## config.mk

```make
export PLATFORM = sky130hd
export DESIGN_NAME = fcp_resp
export DESIGN_NICKNAME = d
export VERILOG_FILES = /design/src/hdl/fcp_pkg.sv /design/src/hdl/fcp_resp.sv
export SDC_FILE = /design/constraint.sdc
export NUM_CORES = 1
export LEC_CHECK = 0
export BUFFER_PORTS_ARGS = -buffer_cell sky130_fd_sc_hd__buf_2
export CORE_ASPECT_RATIO = 0.8
export CORE_UTILIZATION = 40
export CTS_CLUSTER_SIZE = 25
export DETAILED_ROUTE_END_ITERATION = 16
export GPL_ROUTABILITY_DRIVEN = 0
export GPL_TIMING_DRIVEN = 0
export PLACE_DENSITY = 0.76
export SYNTH_ARGS = -nofsm -noshare
export SYNTH_HDL_FRONTEND = slang
export SYNTH_SLANG_ARGS = --single-unit
```

## constraint.sdc

```tcl
create_clock -name i_clk -period 10.3 [get_ports i_clk]
set_input_delay 1.03 -clock i_clk [delete_from_list [all_inputs] [get_ports i_clk]]
set_output_delay 1.03 -clock i_clk [all_outputs]
set_load 0.03 [all_outputs]
```

## src/hdl/fcp_pkg.sv

```systemverilog
// Shared types and constants for the circular FIFO with peek.
package fcp_pkg;

    localparam int SLOTS     = 256;
    localparam int WORD_W    = 32;
    localparam int ADDR_W    = $clog2(SLOTS);
    localparam int RING_W    = ADDR_W + 1;
    localparam int CAP_W     = 8;
    localparam int MODE_W    = 2;
    localparam int STATUS_W  = 2;

    localparam logic [CAP_W-1:0] CAP_RESET = 8'd255;

    localparam logic [MODE_W-1:0] MODE_PUT  = 2'd0;
    localparam logic [MODE_W-1:0] MODE_GET  = 2'd1;
    localparam logic [MODE_W-1:0] MODE_PEEK = 2'd2;

    localparam logic [STATUS_W-1:0] ST_OK    = 2'd0;
    localparam logic [STATUS_W-1:0] ST_EMPTY = 2'd1;
    localparam logic [STATUS_W-1:0] ST_RANGE = 2'd2;
    localparam logic [STATUS_W-1:0] ST_FULL  = 2'd3;

    typedef struct packed {
        logic [MODE_W-1:0]        mode;
        logic signed [WORD_W-1:0] value;
        logic [ADDR_W-1:0]        slot_index;
    } t_in_beat;

    typedef struct packed {
        logic signed [WORD_W-1:0] data;
        logic [STATUS_W-1:0]      status;
        logic [CAP_W-1:0]         occupancy;
    } t_out_beat;

    typedef struct packed {
        logic              we;
        logic              re;
        logic [ADDR_W-1:0] waddr;
        logic [ADDR_W-1:0] raddr;
        logic [WORD_W-1:0] wdata;
    } t_mem_req;

    typedef struct packed {
        logic                use_rdata;
        logic [STATUS_W-1:0] status;
        logic [CAP_W-1:0]    occupancy;
    } t_resp_meta;

endpackage

```

## src/hdl/fcp_resp.sv

```systemverilog
// Response path: RAM read stage and output register with stall handling.
module fcp_resp
    import fcp_pkg::*;
(
    input  logic              i_clk,
    input  logic              i_rst_n,
    input  logic              i_fire,
    input  t_resp_meta        i_meta,
    input  logic [WORD_W-1:0] i_rdata,
    input  logic              i_out_stall,
    output logic              o_free,
    output logic              o_out_valid,
    output t_out_beat         o_out_beat
);

    logic       r_s1_valid;
    t_resp_meta r_s1_meta;
    logic       r_out_valid;
    t_out_beat  r_out_beat;
    logic       move;

    assign move   = r_s1_valid && (!r_out_valid || !i_out_stall);
    assign o_free = !r_s1_valid || move;

    always_ff @(posedge i_clk) begin
        if (!i_rst_n) begin
            r_s1_valid  <= 1'b0;
            r_out_valid <= 1'b0;
        end else begin
            if (o_free) begin
                r_s1_valid <= i_fire;
            end
            if (move) begin
                r_out_valid <= 1'b1;
            end else if (!i_out_stall) begin
                r_out_valid <= 1'b0;
            end
        end
    end

    always_ff @(posedge i_clk) begin
        if (o_free && i_fire) begin
            r_s1_meta <= i_meta;
        end
        if (move) begin
            r_out_beat.data      <= r_s1_meta.use_rdata ? i_rdata : '0;
            r_out_beat.status    <= r_s1_meta.status;
            r_out_beat.occupancy <= r_s1_meta.occupancy;
        end
    end

    assign o_out_valid = r_out_valid;
    assign o_out_beat  = r_out_beat;

endmodule

```

==> run metrics, run 1 <==
CP Class in2out; number of hold buffers added after CTS 0; worst-case headroom to the max-slew limit 0.603; post-synthesis net count 144; post-route total power 0.444 mW; number of antenna repair diodes 0; worst path bufs/invs 2; Synth Area per Inst 19.9 sq um; power per cell area 171 mW/mm^2; drt via density about 4.3; DRC errors left 0; # IOs 91; power dissipated by switching net loads roughly 0.095 mW; IO buf count 90; total die area just over 0.005 sq mm; H-Tree Depth 2; Final Util 0.564; pin count of the biggest net entering global routing 28; sequential share of power 0.588; final-layout setup total negative slack 0 ns; net switching fraction of the power 0.214; category of cells accounting for the largest share of critical-path delay buffers and inverters; clock root cell sky130_fd_sc_hd__clkbuf_8; #FFs+latches synth between 50 and 60; routed vias between 1000 and 1500; Post-CTS Setup Inserts 0; DP HPWL 2340 um; Max Root-Sink Buffers 2; Tightest Hold Check Type reg2reg; area leader, netlist sky130_fd_sc_hd__edfxtp_1; Placeable Area around 0.0046 sq mm; slowest library cell on the worst path sky130_fd_sc_hd__buf_2; Period Utilization, post-route 0.243; remaining global-route overflow 0; number of gates resized after cts 0; worst-margin pin slew just under 0.6 ns; WHS 0.424 ns; total length of routed wires 3160 um; Post-Layout Cell Count roughly 260; Max Fanout on Critical Path 3; share of cells above drive strength 1 0.679; overall fraction of global-route tracks in use 0.130; area added between synthesis and finish 34.4%; number of antenna-violating nets in the routed design 0; row count 22; number of antenna violations at the first check in global routing 0; min cycle time layout 2.51 ns; first-pass GRT wire length 4670 um; Comb power frac 0.104; startpoint kind of the worst setup timing path primary input; effective utilization at floorplan 0.419; fraction of the yosys area taken by sequential cells 0.846; CTS buffer count 5; Fin Clk Skew 0.00579 ns; Setup crit end kind output pin; biggest area contributors in the synthesized netlist sky130_fd_sc_hd__edfxtp_1, sky130_fd_sc_hd__and2_2, sky130_fd_sc_hd__dfxtp_1; number of placed cells counting well taps 248; number of global-route vias before repair 977; Critical Path, Cell by Cell buf_2 > nand3_1 > buf_2; CTS sink count 55; 1st-iter DRT viols 53; total leakage power 1.08 nW; y dimension of the die about 64 um; max cap viols 0; share of total power in the clock network 0.307; Cells after Synth between 90 and 100; worst path arrival time 1.48 ns; most frequent cell on the critical path sky130_fd_sc_hd__buf_2; Required @ worst endpoint between 9 and 10 ns; post-synth design cell area 0.00193 sq mm; unrepaired setup endpoints after global routing no; clock slew seen by the registers of the worst setup and hold paths 0.09 ns; run status finished, final reports clean; number of search-and-repair iterations in the first detailed-routing pass 5; total setup violations reported at the end of the flow 0; nets@finish around 240; longest individual stage delay on the worst path 0.21 ns; area share of the largest cell type after synthesis 0.825; final max-slew violation count 0; Max IR drop VDD 0.0000770 V; internal power consumption 0.349 mW; count of distinct cell types in the synthesized netlist 11; Max Clock Freq 399 MHz; Final Hold Viols 0; die span in x 79.6 um; clock latency on the worst-skew pair 0.29 ns; clock tree from TritonCTS yes; number of warnings issued by yosys 0; mean routed wirelength per cell 12.4 um; Fillers 378
state kept, by name, summed over array words and instances, names as in the netlist:
| register | count |
|---|---|
| r_s1_valid | 1 |
| o_out_valid | 1 |
| r_s1_meta | 11 |
| o_out_beat | 42 |
placed cells by master (no fill, tap or decap), types with 2 or more instances in the layout:
cell | Yosys | final
sky130_fd_sc_hd__and2_2 | 32 | 32
sky130_fd_sc_hd__buf_2 | 0 | 90
sky130_fd_sc_hd__clkbuf_1 | 0 | 2
sky130_fd_sc_hd__clkbuf_2 | 3 | 3
sky130_fd_sc_hd__clkbuf_8 | 0 | 5
sky130_fd_sc_hd__dfxtp_1 | 2 | 2
sky130_fd_sc_hd__edfxtp_1 | 53 | 53
synthesized netlist by cell type (all sizes together):
cell	count
edfxtp	53
and2	33
clkbuf	3
a21boi	2
dfxtp	2
a21oi	1
inv	1
nand3	1
nor2b	1
cell families after synthesis:
| family | count (synthesis) | share of synthesized area |
|---|---|---|
| flip-flops | 55 | 0.846 |
| AND/OR/NAND/NOR | 35 | 0.134 |
| buffers and inverters | 4 | 0.00973 |
| AO/OA/AOI/OAI | 3 | 0.0104 |
worst register-to-register path, stage by stage (launching register included):
cell	delay, ns
sky130_fd_sc_hd__dfxtp_1	0.36
sky130_fd_sc_hd__a21boi_4	0.53
sky130_fd_sc_hd__buf_12	0.27
power groups by stage:
stage	Combinational (mW)	Sequential, mW	Clock, mW
2_1_floorplan	0.0106	0.284	0
3_3_place_gp	0.0447	0.267	0
3_5_place_dp	0.0470	0.267	0
4_1_cts	0.0470	0.261	0.141
5_1_grt	0.0497	0.262	0.152
6_report	0.0463	0.261	0.136
metrics by stage:
| step | setup slack [ns] | instance area (sq um) |
|---|---|---|
| finish | 7.79 | 2590 |
| global route | 7.76 | 2590 |
| CTS | 7.79 | 2590 |
| detailed placement | 7.79 | 2480 |
| global placement | 4.35 | 2450 |
| floorplan | 5.67 | 1930 |
path summary, 6_finish.rpt:
path                                         startpoint                            to  slack, ns  depth (start not counted)
worst max register to register  r_s1_valid$_SDFFE_PN0P_  o_out_beat[26]$_SDFFCE_PN0P_       8.85                          2
worst min-delay path             r_s1_meta[8]$_DFFE_PP_       o_out_beat[8]$_DFFE_PP_       0.42                          0
worst max-delay path                        i_out_stall                        o_free       7.79                          3
worst min register to register   r_s1_meta[8]$_DFFE_PP_       o_out_beat[8]$_DFFE_PP_       0.42                          0
routing by layer:
layer / global-route usage / share of wire / up-vias / wire length [um]
li1: - / - / 544 / -
met1: 0.172 / 0.44 / 489 / 1390
met2: 0.189 / 0.43 / 68 / 1360
met3: 0.0457 / 0.11 / 7 / 357
met4: 0.0682 / 0.019 / 0 / 59
met5: 0 / 0 / - / 0
cell type report:
cell class | instances | area, sq um | share of cell area
sequential | 55 | 1630 | 0.630
clock inverter | 1 | 30.0 | 0.0116
tap | 60 | 75.1 | 0.0290
timing repair buffer | 91 | 470 | 0.182
buffer | 3 | 15.0 | 0.00579
inverter | 1 | 3.75 | 0.00145
multi-input combinational | 38 | 289 | 0.112
clock buffer | 7 | 76.3 | 0.0295
(Power assumes the default switching activity.)
==> run 2, diff against run 1 <==
- PLACE_DENSITY: 0.76 -> 0.79
- clock period: 10.3 -> 2.3 ns (I/O delays scaled with it)
==> run 2 against run 1 <==
Sequential power rose to 4.5 times the previous value. First-iteration DRC count fell by 53%. Design area down 0.53%. Core utilization fell by 0.30 points. Highest routed layer unchanged. Register-to-register slack got worse by 8.0 ns. Total power grew to 4.2 times the previous value. Via count down 0.45%. Sequential share of layout area grew 0.34 points.
==> run metrics, run 2 (synthesis results as in run 1) <==
overall fraction of global-route tracks in use 0.137 (+0.00674); # IOs 91 (unchanged); H-Tree Depth 2 (unchanged); power per cell area 728 mW/mm^2 (+330%); DRC errors left 0 (unchanged); Fillers 378 (unchanged); number of global-route vias before repair 1076 (+10%); CP Class reg2reg; remaining global-route overflow 0 (unchanged); Period Utilization, post-route 0.616; row count 22 (unchanged); y dimension of the die 64.1 um (unchanged); Fin Clk Skew 0.00898 ns (+0.00318 ns); total leakage power 1.08 nW (-0.59%); worst path bufs/invs 1 (-1); Tightest Hold Check Type in2reg; nets@finish 242 (unchanged); Max Fanout on Critical Path 28 (+25); Max Root-Sink Buffers 2 (unchanged); slowest library cell on the worst path sky130_fd_sc_hd__a21boi_4; number of antenna violations at the first check in global routing 0 (unchanged); Largest register FFs 42 (unchanged); total length of routed wires 3210 um (+1.6%); 1st-iter DRT viols 25 (-53%); worst-margin pin slew 0.563 ns (-0.0305 ns); most used cells in the layout excluding fill and tap cells sky130_fd_sc_hd__buf_2, sky130_fd_sc_hd__edfxtp_1, sky130_fd_sc_hd__and2_2, sky130_fd_sc_hd__clkbuf_8, sky130_fd_sc_hd__clkbuf_2; CTS sink count 55 (unchanged); clock tree from TritonCTS yes; number of antenna repair diodes 0 (unchanged); pin count of the biggest net entering global routing 29 (+3.6%); Area after DPL 0.00249 sq mm (+0.30%); min cycle time layout 1.42 ns; Required @ worst endpoint 2.30 ns (-6.97 ns); number of antenna-violating nets in the routed design 0 (unchanged); number of search-and-repair iterations in the first detailed-routing pass 4 (-1); CTS buffer count 5 (unchanged); worst-case headroom to the max-slew limit 0.624 (+0.0204); IO buf count 90 (unchanged); share of cells above drive strength 1 0.679 (unchanged); clock latency on the worst-skew pair 0.30 ns (about the same); number of hold buffers added after CTS 0 (unchanged); effective utilization at floorplan 0.419 (unchanged); post-route total power 1.88 mW (+320%); total setup violations reported at the end of the flow 0 (unchanged); Critical Path, Cell by Cell a21boi_4 > buf_16; Setup crit end kind flip-flop; startpoint kind of the worst setup timing path flip-flop; number of gates resized after cts 0 (unchanged); clock root cell sky130_fd_sc_hd__clkbuf_8; routed vias 1103 (-0.45%); Max IR drop VDD 0.000495 V (+540%); Post-CTS Setup Inserts 0 (unchanged); Max Clock Freq 706 MHz; max cap viols 0 (unchanged); category of cells accounting for the largest share of critical-path delay compound AO/OA/AOI/OAI gates; Final Hold Viols 0 (unchanged); first-pass GRT wire length 5000 um (+7.1%); run status finished, final reports clean; DP HPWL 2460 um (+5.0%); die span in x 79.6 um (unchanged); area added between synthesis and finish 33.7%; unrepaired setup endpoints after global routing no; leading cell type in the layout, fill and taps excluded sky130_fd_sc_hd__buf_2; drt via density 4.31 (-0.45%); mean routed wirelength per cell 12.6 um (+1.6%); longest individual stage delay on the worst path 0.51 ns (+0.30 ns); Placeable Area 0.00460 sq mm (unchanged); total die area 0.00510 sq mm (unchanged); worst path arrival time 1.42 ns (-0.06 ns); Final Instance Area 0.00258 sq mm (-0.53%); clock slew seen by the registers of the worst setup and hold paths 0.09 ns (about the same); final max-slew violation count 0 (unchanged); WHS 0.101 ns (-0.323 ns)
-- run 2: cell types whose count changed in the layout (fill, tap and decap cells not counted) --
cell,before,now
sky130_fd_sc_hd__bufinv_16,1,0
sky130_fd_sc_hd__buf_16,0,1
sky130_fd_sc_hd__clkbuf_1,2,1
sky130_fd_sc_hd__clkinv_1,0,1
sky130_fd_sc_hd__clkinv_4,0,1
sky130_fd_sc_hd__buf_12,1,0
-- run 2: worst reg2reg max path, stage by stage, from the launching register on --
cell                       delay, ns
sky130_fd_sc_hd__dfxtp_1        0.35
sky130_fd_sc_hd__a21boi_4       0.51
sky130_fd_sc_hd__buf_16         0.25
-- run 2: metal layers --
| layer | wire, um | track usage | vias to the layer above |
|---|---|---|---|
| met2 | 1450 | 0.214 | 67 |
| met3 | 334 | 0.0486 | 5 |
| met4 | 32 | 0.0477 | 0 |
| met1 | 1400 | 0.177 | 488 |
| met5 | 0 | 0 | - |
| li1 | - | - | 543 |
-- run 2: final cells by class --
type | count | area (sq um) | share of cell area
Timing Repair Buffer | 91 | 478 | 0.185
Inverter | 1 | 3.75 | 0.00146
Multi-Input combinational cell | 38 | 289 | 0.112
Buffer | 3 | 15.0 | 0.00583
Clock inverter | 2 | 12.5 | 0.00485
Sequential cell | 55 | 1630 | 0.633
Clock buffer | 6 | 72.6 | 0.0282
Tap cell | 60 | 75.1 | 0.0291
-- run 2: metrics by stage --
| stage | std cells | setup slack, ns | utilization | TNS (ns) |
|---|---|---|---|---|
| after detailed placement | 248 | 0.872 | 0.542 | 0 |
| after global placement | 247 | -0.0740 | 0.535 | -3.00 |
| final | 256 | 0.883 | 0.561 | 0 |
| after global routing | 256 | 0.794 | 0.561 | 0 |
| after CTS | 256 | 0.864 | 0.561 | 0 |
| after floorplan | 97 | 0.175 | - | 0 |
-- run 2: path summary, 6_finish.rpt --
path                      startpoint                 endpoint  slack (ns)  cells past startpoint
min reg2reg   r_s1_meta[3]$_DFFE_PP_  o_out_beat[3]$_DFFE_PP_        0.42                      0
min                        i_meta[9]   r_s1_meta[9]$_DFFE_PP_        0.10                      1
max          r_s1_valid$_SDFFE_PN0P_  o_out_beat[7]$_DFFE_PP_        0.88                      2
max reg2reg  r_s1_valid$_SDFFE_PN0P_  o_out_beat[7]$_DFFE_PP_        0.88                      2
-- run 2: power breakdown --
part	total, mW	leakage (nW)	switching (mW)	internal, mW
Combinational	0.211	0.510	0.130	0.0812
Sequential	1.17	0.523	0.0132	1.16
Clock	0.497	0.0428	0.283	0.214
Total	1.88	1.08	0.426	1.45
