### src/hdl/fcp_pkg.sv
// Shared types and constants for the circular FIFO with peek.
package fcp_pkg;

    localparam int SLOTS     = 256;
    localparam int WORD_W    = 32;
    localparam int ADDR_W    = $clog2(SLOTS);
    localparam int RING_W    = ADDR_W + 1;
    localparam int CAP_W     = 8;
    localparam int MODE_W    = 2;
    localparam int STATUS_W  = 2;

    localparam logic [CAP_W-1:0] CAP_RESET = 8'd255;

    localparam logic [MODE_W-1:0] MODE_PUT  = 2'd0;
    localparam logic [MODE_W-1:0] MODE_GET  = 2'd1;
    localparam logic [MODE_W-1:0] MODE_PEEK = 2'd2;

    localparam logic [STATUS_W-1:0] ST_OK    = 2'd0;
    localparam logic [STATUS_W-1:0] ST_EMPTY = 2'd1;
    localparam logic [STATUS_W-1:0] ST_RANGE = 2'd2;
    localparam logic [STATUS_W-1:0] ST_FULL  = 2'd3;

    typedef struct packed {
        logic [MODE_W-1:0]        mode;
        logic signed [WORD_W-1:0] value;
        logic [ADDR_W-1:0]        slot_index;
    } t_in_beat;

    typedef struct packed {
        logic signed [WORD_W-1:0] data;
        logic [STATUS_W-1:0]      status;
        logic [CAP_W-1:0]         occupancy;
    } t_out_beat;

    typedef struct packed {
        logic              we;
        logic              re;
        logic [ADDR_W-1:0] waddr;
        logic [ADDR_W-1:0] raddr;
        logic [WORD_W-1:0] wdata;
    } t_mem_req;

    typedef struct packed {
        logic                use_rdata;
        logic [STATUS_W-1:0] status;
        logic [CAP_W-1:0]    occupancy;
    } t_resp_meta;

endpackage

### src/hdl/fcp_ctrl.sv
// Pointer control: decode each beat, check full/empty/range, drive the RAM.
module fcp_ctrl
    import fcp_pkg::*;
(
    input  logic             i_clk,
    input  logic             i_rst_n,
    input  logic             i_cfg_we,
    input  logic [CAP_W-1:0] i_cfg_data,
    input  logic             i_in_valid,
    input  t_in_beat         i_in_beat,
    input  logic             i_free,
    output logic             o_fire,
    output t_mem_req         o_mem,
    output t_resp_meta       o_meta
);

    logic [CAP_W-1:0]  r_cap;
    logic [ADDR_W-1:0] r_rp, n_rp;
    logic [ADDR_W-1:0] r_wp, n_wp;

    logic [RING_W-1:0] ring;
    logic [RING_W-1:0] level;
    logic [RING_W-1:0] idx_ext;
    logic [ADDR_W-1:0] rp_inc;
    logic [ADDR_W-1:0] wp_inc;
    logic              is_full;
    logic              ring_empty;
    logic              live;

    assign o_fire  = i_in_valid && i_free;
    assign ring    = {1'b0, r_cap} + RING_W'(1);
    assign idx_ext = {1'b0, i_in_beat.slot_index};

    always_comb begin
        if (r_wp >= r_rp) begin
            level = {1'b0, r_wp} - {1'b0, r_rp};
        end else begin
            level = {1'b0, r_wp} + ring - {1'b0, r_rp};
        end
    end

    assign is_full    = (level >= {1'b0, r_cap});
    assign ring_empty = (level == '0);

    // wrap at the ring size, not the RAM depth
    assign rp_inc = (({1'b0, r_rp} + RING_W'(1)) >= ring) ? '0 : r_rp + ADDR_W'(1);
    assign wp_inc = (({1'b0, r_wp} + RING_W'(1)) >= ring) ? '0 : r_wp + ADDR_W'(1);

    always_comb begin
        if (r_rp < r_wp) begin
            live = (i_in_beat.slot_index >= r_rp) && (i_in_beat.slot_index < r_wp);
        end else begin
            live = (i_in_beat.slot_index < r_wp)
                || ((i_in_beat.slot_index >= r_rp) && (idx_ext < ring));
        end
    end

    always_comb begin
        n_rp                = r_rp;
        n_wp                = r_wp;
        o_mem.we            = 1'b0;
        o_mem.re            = 1'b0;
        o_mem.waddr         = r_wp;
        o_mem.raddr         = r_rp;
        o_mem.wdata         = i_in_beat.value;
        o_meta.use_rdata    = 1'b0;
        o_meta.status       = ST_OK;
        o_meta.occupancy    = level[CAP_W-1:0];
        case (i_in_beat.mode)
            MODE_PUT: begin
                if (is_full) begin
                    o_meta.status = ST_FULL;
                end else begin
                    o_mem.we         = o_fire;
                    n_wp             = wp_inc;
                    o_meta.occupancy = level[CAP_W-1:0] + CAP_W'(1);
                end
            end
            MODE_GET: begin
                if (ring_empty) begin
                    o_meta.status = ST_EMPTY;
                end else begin
                    o_mem.re         = o_fire;
                    o_meta.use_rdata = 1'b1;
                    n_rp             = rp_inc;
                    o_meta.occupancy = level[CAP_W-1:0] - CAP_W'(1);
                end
            end
            MODE_PEEK: begin
                o_mem.raddr = i_in_beat.slot_index;
                if (ring_empty) begin
                    o_meta.status = ST_EMPTY;
                end else if (live) begin
                    o_mem.re         = o_fire;
                    o_meta.use_rdata = 1'b1;
                end else begin
                    o_meta.status = ST_RANGE;
                end
            end
            default: begin
            end
        endcase
    end

    always_ff @(posedge i_clk) begin
        if (!i_rst_n) begin
            r_cap <= CAP_RESET;
            r_rp  <= '0;
            r_wp  <= '0;
        end else if (i_cfg_we) begin
            r_cap <= i_cfg_data;
            r_rp  <= '0;
            r_wp  <= '0;
        end else if (o_fire) begin
            r_rp <= n_rp;
            r_wp <= n_wp;
        end
    end

endmodule

### config.mk
export PLATFORM = sky130hd
export DESIGN_NAME = fcp_ctrl
export DESIGN_NICKNAME = d
export VERILOG_FILES = /design/src/hdl/fcp_pkg.sv /design/src/hdl/fcp_ctrl.sv
export SDC_FILE = /design/constraint.sdc
export NUM_CORES = 1
export LEC_CHECK = 0
export BUFFER_PORTS_ARGS = -buffer_cell sky130_fd_sc_hd__clkbuf_2
export CORE_MARGIN = 2
export CORE_UTILIZATION = 52
export CTS_CLUSTER_SIZE = 25
export DETAILED_ROUTE_END_ITERATION = 12
export MAX_ROUTING_LAYER = met4
export PLACE_DENSITY = 0.75
export SLEW_MARGIN = 40
export SYNTH_ARGS = -nofsm -noshare
export SYNTH_HDL_FRONTEND = slang
export SYNTH_SLANG_ARGS = --single-unit
### constraint.sdc
create_clock -name i_clk -period 8.35 [get_ports i_clk]
set_clock_uncertainty 0.15 [all_clocks]
set_input_delay 1.2525 -clock i_clk [delete_from_list [all_inputs] [get_ports i_clk]]
set_output_delay 1.2525 -clock i_clk [all_outputs]
set_load 0.01 [all_outputs]
==> summary.txt, run 1 <==
Status
  • Status: complete, no violations

Global route
  • Largest net degree at the start of global routing: 24
  • Antenna violations before repair: 0
  • Vias in the first global route: around 4.2k
  • GRT Residual Overflow: 0
  • First-pass GRT wire length: about 20 mm
  • Aggregate global-route resource usage: around 28%

Die
  • Rows: 33
  • Die ar.: 9270 µm²
  • Initial Util: 53.9%
  • DIE HEIGHT: 96.3 µm
  • Die Wd: roughly 96 µm
  • Ports: roughly 120
  • Total core area: approximately 8000 µm²

Clocking
  • Worst skew pair latency: 270 ps
  • CTS tree: yes
  • Cts bufs inserted: 3
  • Post-CTS Setup Bufs: 0
  • Clock root cell: clkbuf_8
  • PostCTS Resize Cnt: 0
  • CTS Sinks: 24
  • Clock Path Buffers: 2
  • Reg clk slew, reported paths: 80 ps
  • CTS Hold Buffers Added: 0
  • H-tree depth: 1

Synthesis
  • Cell area after synthesis: 4430 µm²
  • Avg Cell Area, Syn: 7.66 µm²
  • Syn. warnings: 0
  • Ys flop type: dfxtp_1
  • Cell variety after synth: 69
  • Biggest area consumer among synthesized cells: ha_1
  • Mapped Nets: 716
  • Fraction of registers with async set/reset: 0%
  • Syn Inst Count: 578
  • #FFs+latches synth: 24
  • Register area share after synthesis: 10.8%
  • Top cells by area, synth: ha_1 21%, dfxtp_1 11%, buf_4 5.4%
  • Post-synth EDFFs: 0
  • Post-synth top area share: 20.9%

Worst setup path
  • R2R depth: 18
  • Max Fanout on Critical Path: 10
  • Critical path class: reg -> out
  • R2R Setup Slk: 2790 ps
  • Required @ worst endpoint: 6950 ps
  • Crit start category: register
  • CP Capture Type: output pin
  • CP arrival: about 5500 ps

Layout
  • Multi-input logic area: 3430 µm²
  • FILL cells: 767
  • Nets: between 700 and 800
  • Register Area: 480 µm²
  • # diodes: 0
  • Area Overhead vs Synth: 3.39%
  • Layout cell share with drive strength beyond 1: 13.1%

Route
  • Drc violations: 0
  • Remaining antenna violation count: 0
  • Vias: between 4k and 5k
  • Routed len/inst: around 18 µm
  • Starting DRT DRC Count: roughly 280
  • Total Routed Length: roughly 12 mm
  • Via density: 6.25
  • Drt pass-1 iters: 5

Pwr
  • Total power: 0.413 mW
  • Leakage power: 2.23 nW
  • Pwr/cell area: 90.3 nW/µm²
  • Worst VDD drop: 0.0000683 V

Place
  • Port Buffers: 52
  • Placer Congestion: 0.979
  • Final HPWL DP: 10.1 mm
  • Pre-CTS WS: 1880 ps

STA
  • Hold_ws: 414 ps
  • Setup total negative slack: 0 ps
  • Slew Limit Headroom: 54.1%
  • Final Critical Period: 6880 ps
  • Max Transition Viols Final: 0
  • Worst Tran Pin Value: 679 ps
  • Setup ws final: between 1000 and 1500 ps
  • Fmax: about 0.15 GHz
  • Final hold vios: 0
  • Setup-failing EPs final: 0
  • Part of the cycle the worst path needs: 82.4%
  • RSZ-0062 raised after global routing: no

Worst hold path
  • Hold Crit Depth: 2
  • Worst min-delay path class: reg -> reg

Flow run
  • Maximum capacitance violations: 0
where the power goes:
| group | internal [mW] | switching (mW) |
|---|---|---|
| Sequential | 0.117 | 0.00358 |
| Clock | 0.0324 | 0.0395 |
| Combinational | 0.0872 | 0.134 |
cell families after synthesis:
logic type	share of synthesized area (%)
and+or+nand+nor	19.3
adders and majority gates	25.0
DFF	10.8
muxes	2.63
xor gates and xnor gates	5.93
AOI/OAI and AO/OA	24.4
buffers and inverters	11.9
metrics by stage:
step	utilization [%]	instances	area [µm²]
2_1_floorplan	-	578	4430
3_3_place_gp	55.1	689	4530
3_5_place_dp	55.1	689	4530
4_1_cts	55.6	692	4570
5_1_grt	55.7	692	4580
6_report	55.7	692	4580
state kept, by name (all words and copies together) (netlist names):
name / cells
r_cap: 8
r_rp: 8
r_wp: 8
cell usage after synthesis (all sizes together) (9+ instances only):
master	instances
a21o	13
a21oi	27
buf	38
clkbuf	10
dfxtp	24
fa	9
ha	74
inv	58
mux2i	9
nand2	46
nand2b	13
nand3	28
nand4	16
nor2	21
nor3	12
o211ai	15
o21ai	41
xnor2	23
path summary, 6_finish.rpt:
path                               start   endpoint
worst max-delay path            r_cap[0]  o_mem[49]
worst min-delay path            r_cap[1]   r_cap[1]
worst max register to register  r_cap[0]    r_wp[2]
worst min register to register  r_cap[1]   r_cap[1]
routing by layer:
| layer | vias up | wire [µm] | part of all wire, % | global-route usage (%) |
|---|---|---|---|---|
| met5 | - | 0 | 0 | - |
| met4 | 0 | 301 | 2.5 | 8.69 |
| met3 | 41 | 842 | 6.9 | 2.90 |
| met2 | 193 | 5670 | 46 | 47.0 |
| met1 | 1983 | 5430 | 44 | 36.0 |
| li1 | 2109 | - | - | - |
worst max-delay path, stage by stage, from the launching register on:
cell and delay (ps):
dfxtp_1 470, ha_1 270, nand3_1 120, xnor2_1 300, fa_1 500, ha_1 410
or4b_2 620, o2111ai_1 140, and3_1 200, a31o_2 220, ha_1 280, o21ai_0 80
nand2b_1 70, a41oi_1 320, o2111a_1 460, nand2_1 320, clkinv_1 260, clkbuf_2 170
layout make-up:
cell class / count / area share, %
multi-input combinational: 447 / 74.9
sequential: 24 / 10.5
timing repair buffer: 54 / 6.01
inverter: 59 / 4.84
tap: 105 / 2.87
clock buffer: 3 / 0.902
cell usage in the layout (no fill, tap or decap), types with 15 or more instances in the layout:
cell type	netlist	final
a21oi_1	26	26
nand4_1	16	16
clkbuf_2	0	52
nor2_1	21	21
ha_1	74	73
nand3_1	28	28
dfxtp_1	24	24
inv_1	57	57
nand2_1	45	45
o21ai_0	36	36
o211ai_1	15	15
xnor2_1	23	23
(Power assumes the default switching activity.)
==> inputs of run 2 (changes only) <==
- clock period: 8.35 -> 7.2 ns (I/O delays scaled with it)
==> run 2 against run 1 <==
Combinational power rose by 15%. Core utilization stayed put. Worst setup slack got worse by 950 ps. Die area unchanged. Non-clock buffer count is the same. Critical endpoint unchanged. Largest cell class unchanged. Highest routed layer unchanged.
==> summary.txt, run 2 (synthesis results as in run 1) <==
Global route
  • GRT Residual Overflow: 0 (unchanged)
  • Antenna violations before repair: 0 (unchanged)
  • Aggregate global-route resource usage: 28.9% (+0.66 points)
  • Vias in the first global route: 4208 (+0.36%)
  • First-pass GRT wire length: 20.3 mm (+1.8%)
  • Largest net degree at the start of global routing: 24 (unchanged)

Layout
  • Area Overhead vs Synth: 3.39% (unchanged)
  • # diodes: 0 (unchanged)
  • Most common cell after layout, fill and taps aside: ha_1
  • Nets: 727 (unchanged)
  • Final Cell Area: 4580 µm² (unchanged)
  • Most frequent cells in the layout: 73 x ha_1, 57 x inv_1, 52 x clkbuf_2
  • Biggest regs: r_cap (8), r_rp (8), r_wp (8)
  • Layout cell share with drive strength beyond 1: 13.1% (unchanged)

Route
  • Drc violations: 0 (unchanged)
  • Starting DRT DRC Count: 334 (+21%)
  • Total Routed Length: 12.5 mm (+2.0%)
  • Routed len/inst: 18.0 µm (+2.0%)
  • Remaining antenna violation count: 0 (unchanged)
  • Drt pass-1 iters: 5 (unchanged)
  • Vias: 4407 (+1.9%)
  • Via density: 6.37 (+1.9%)

STA
  • Part of the cycle the worst path needs: between 90% and 100%
  • RSZ-0062 raised after global routing: no
  • Fmax: around 0.15 GHz
  • Setup total negative slack: 0 ps (unchanged)
  • Max Transition Viols Final: 0 (unchanged)
  • Slew Limit Headroom: 54.2% (about the same)
  • Worst Tran Pin Value: 679 ps (-0.428 ps)
  • Final Critical Period: approximately 6700 ps
  • Setup-failing EPs final: 0 (unchanged)
  • Final hold vios: 0 (unchanged)

Clocking
  • Clock root cell: clkbuf_8
  • CTS Sinks: 24 (unchanged)
  • Worst skew pair latency: 280 ps (about the same)
  • Cts bufs inserted: 3 (unchanged)
  • CTS Hold Buffers Added: 0 (unchanged)
  • Reg clk slew, reported paths: 90 ps (about the same)
  • Post-CTS Setup Bufs: 0 (unchanged)
  • H-tree depth: 1 (unchanged)
  • CTS tree: yes
  • PostCTS Resize Cnt: 0 (unchanged)
  • Clock Path Buffers: 2 (unchanged)

Place
  • Port Buffers: 52 (unchanged)
  • Placed Area: 4530 µm² (unchanged)
  • Final HPWL DP: 10.1 mm (+0.36%)
  • Placer Congestion: 0.976 (-0.32%)

Die
  • DIE HEIGHT: 96.3 µm (unchanged)
  • Total core area: 8220 µm² (unchanged)
  • Die ar.: 9270 µm² (unchanged)
  • Rows: 33 (unchanged)
  • Ports: 117 (unchanged)
  • Die Wd: 96.3 µm (unchanged)
  • Initial Util: 53.9% (unchanged)

Pwr
  • Pwr/cell area: 105 nW/µm² (+16%)
  • Worst VDD drop: 0.0000861 V (+26%)
  • Leakage power: 2.23 nW (unchanged)

Worst hold path
  • Worst min-delay path class: reg -> reg

Worst setup path
  • Crit start category: register
  • CP arrival: 5440 ps (-30 ps)
  • Critical path class: reg -> out
  • Max Fanout on Critical Path: 10 (unchanged)
  • Required @ worst endpoint: 5970 ps (-980 ps)
  • CP Capture Type: output pin

Status
  • Status: complete, no violations

Flow run
  • Maximum capacitance violations: 0 (unchanged)
## run 2: per-stage QoR
step                setup WS (ps)  util (%)  std cells  total power [mW]  hold slack (ps)
global route                  255      55.7        692             0.519              453
finish                        529      55.7        692             0.481              427
global placement             1220      55.1        689             0.384              402
floorplan                    1480         -        578             0.345              355
CTS                           603      55.6        692             0.477              426
detailed placement            939      55.1        689             0.393              409
## run 2: final timing paths
path,from,to,slack (ps),cells after the start
max reg2reg,r_cap[0],r_wp[4],1660,18
min,r_rp[6],r_rp[6],430,2
max,r_cap[0],o_mem[49],530,17
min reg2reg,r_rp[6],r_rp[6],430,2
## run 2: cell type report
| class | instances | area, µm² |
|---|---|---|
| Inverter | 59 | 221 |
| Timing Repair Buffer | 54 | 275 |
| Tap cell | 105 | 131 |
| Sequential cell | 24 | 480 |
| Fill cell | 763 | 3640 |
| Multi-Input combinational cell | 447 | 3430 |
| Clock buffer | 3 | 41.3 |
## run 2: routing by layer
layer,vias up,track usage [%],routed length (µm)
li1,2105,-,-
met2,207,47.6,5770
met5,-,-,0
met4,0,8.10,306
met3,41,6.50,1130
met1,2054,35.5,5280
## run 2: worst max-delay path: stages (launching register included)
cell	delay, ps
dfxtp_1	470
ha_1	300
nand3_1	130
xnor2_1	280
fa_1	480
ha_1	400
or4b_2	610
o2111ai_1	140
and3_1	180
a31o_2	200
ha_1	270
o21ai_0	90
nand2b_1	80
a41oi_1	320
o2111a_1	450
nand2_1	310
clkinv_1	260
clkbuf_2	170
## run 2: power breakdown
group | internal [mW] | switching [mW] | leakage, nW
Combinational | 0.101 | 0.154 | 2.01
Sequential | 0.136 | 0.00426 | 0.196
Clock | 0.0377 | 0.0478 | 0.0216
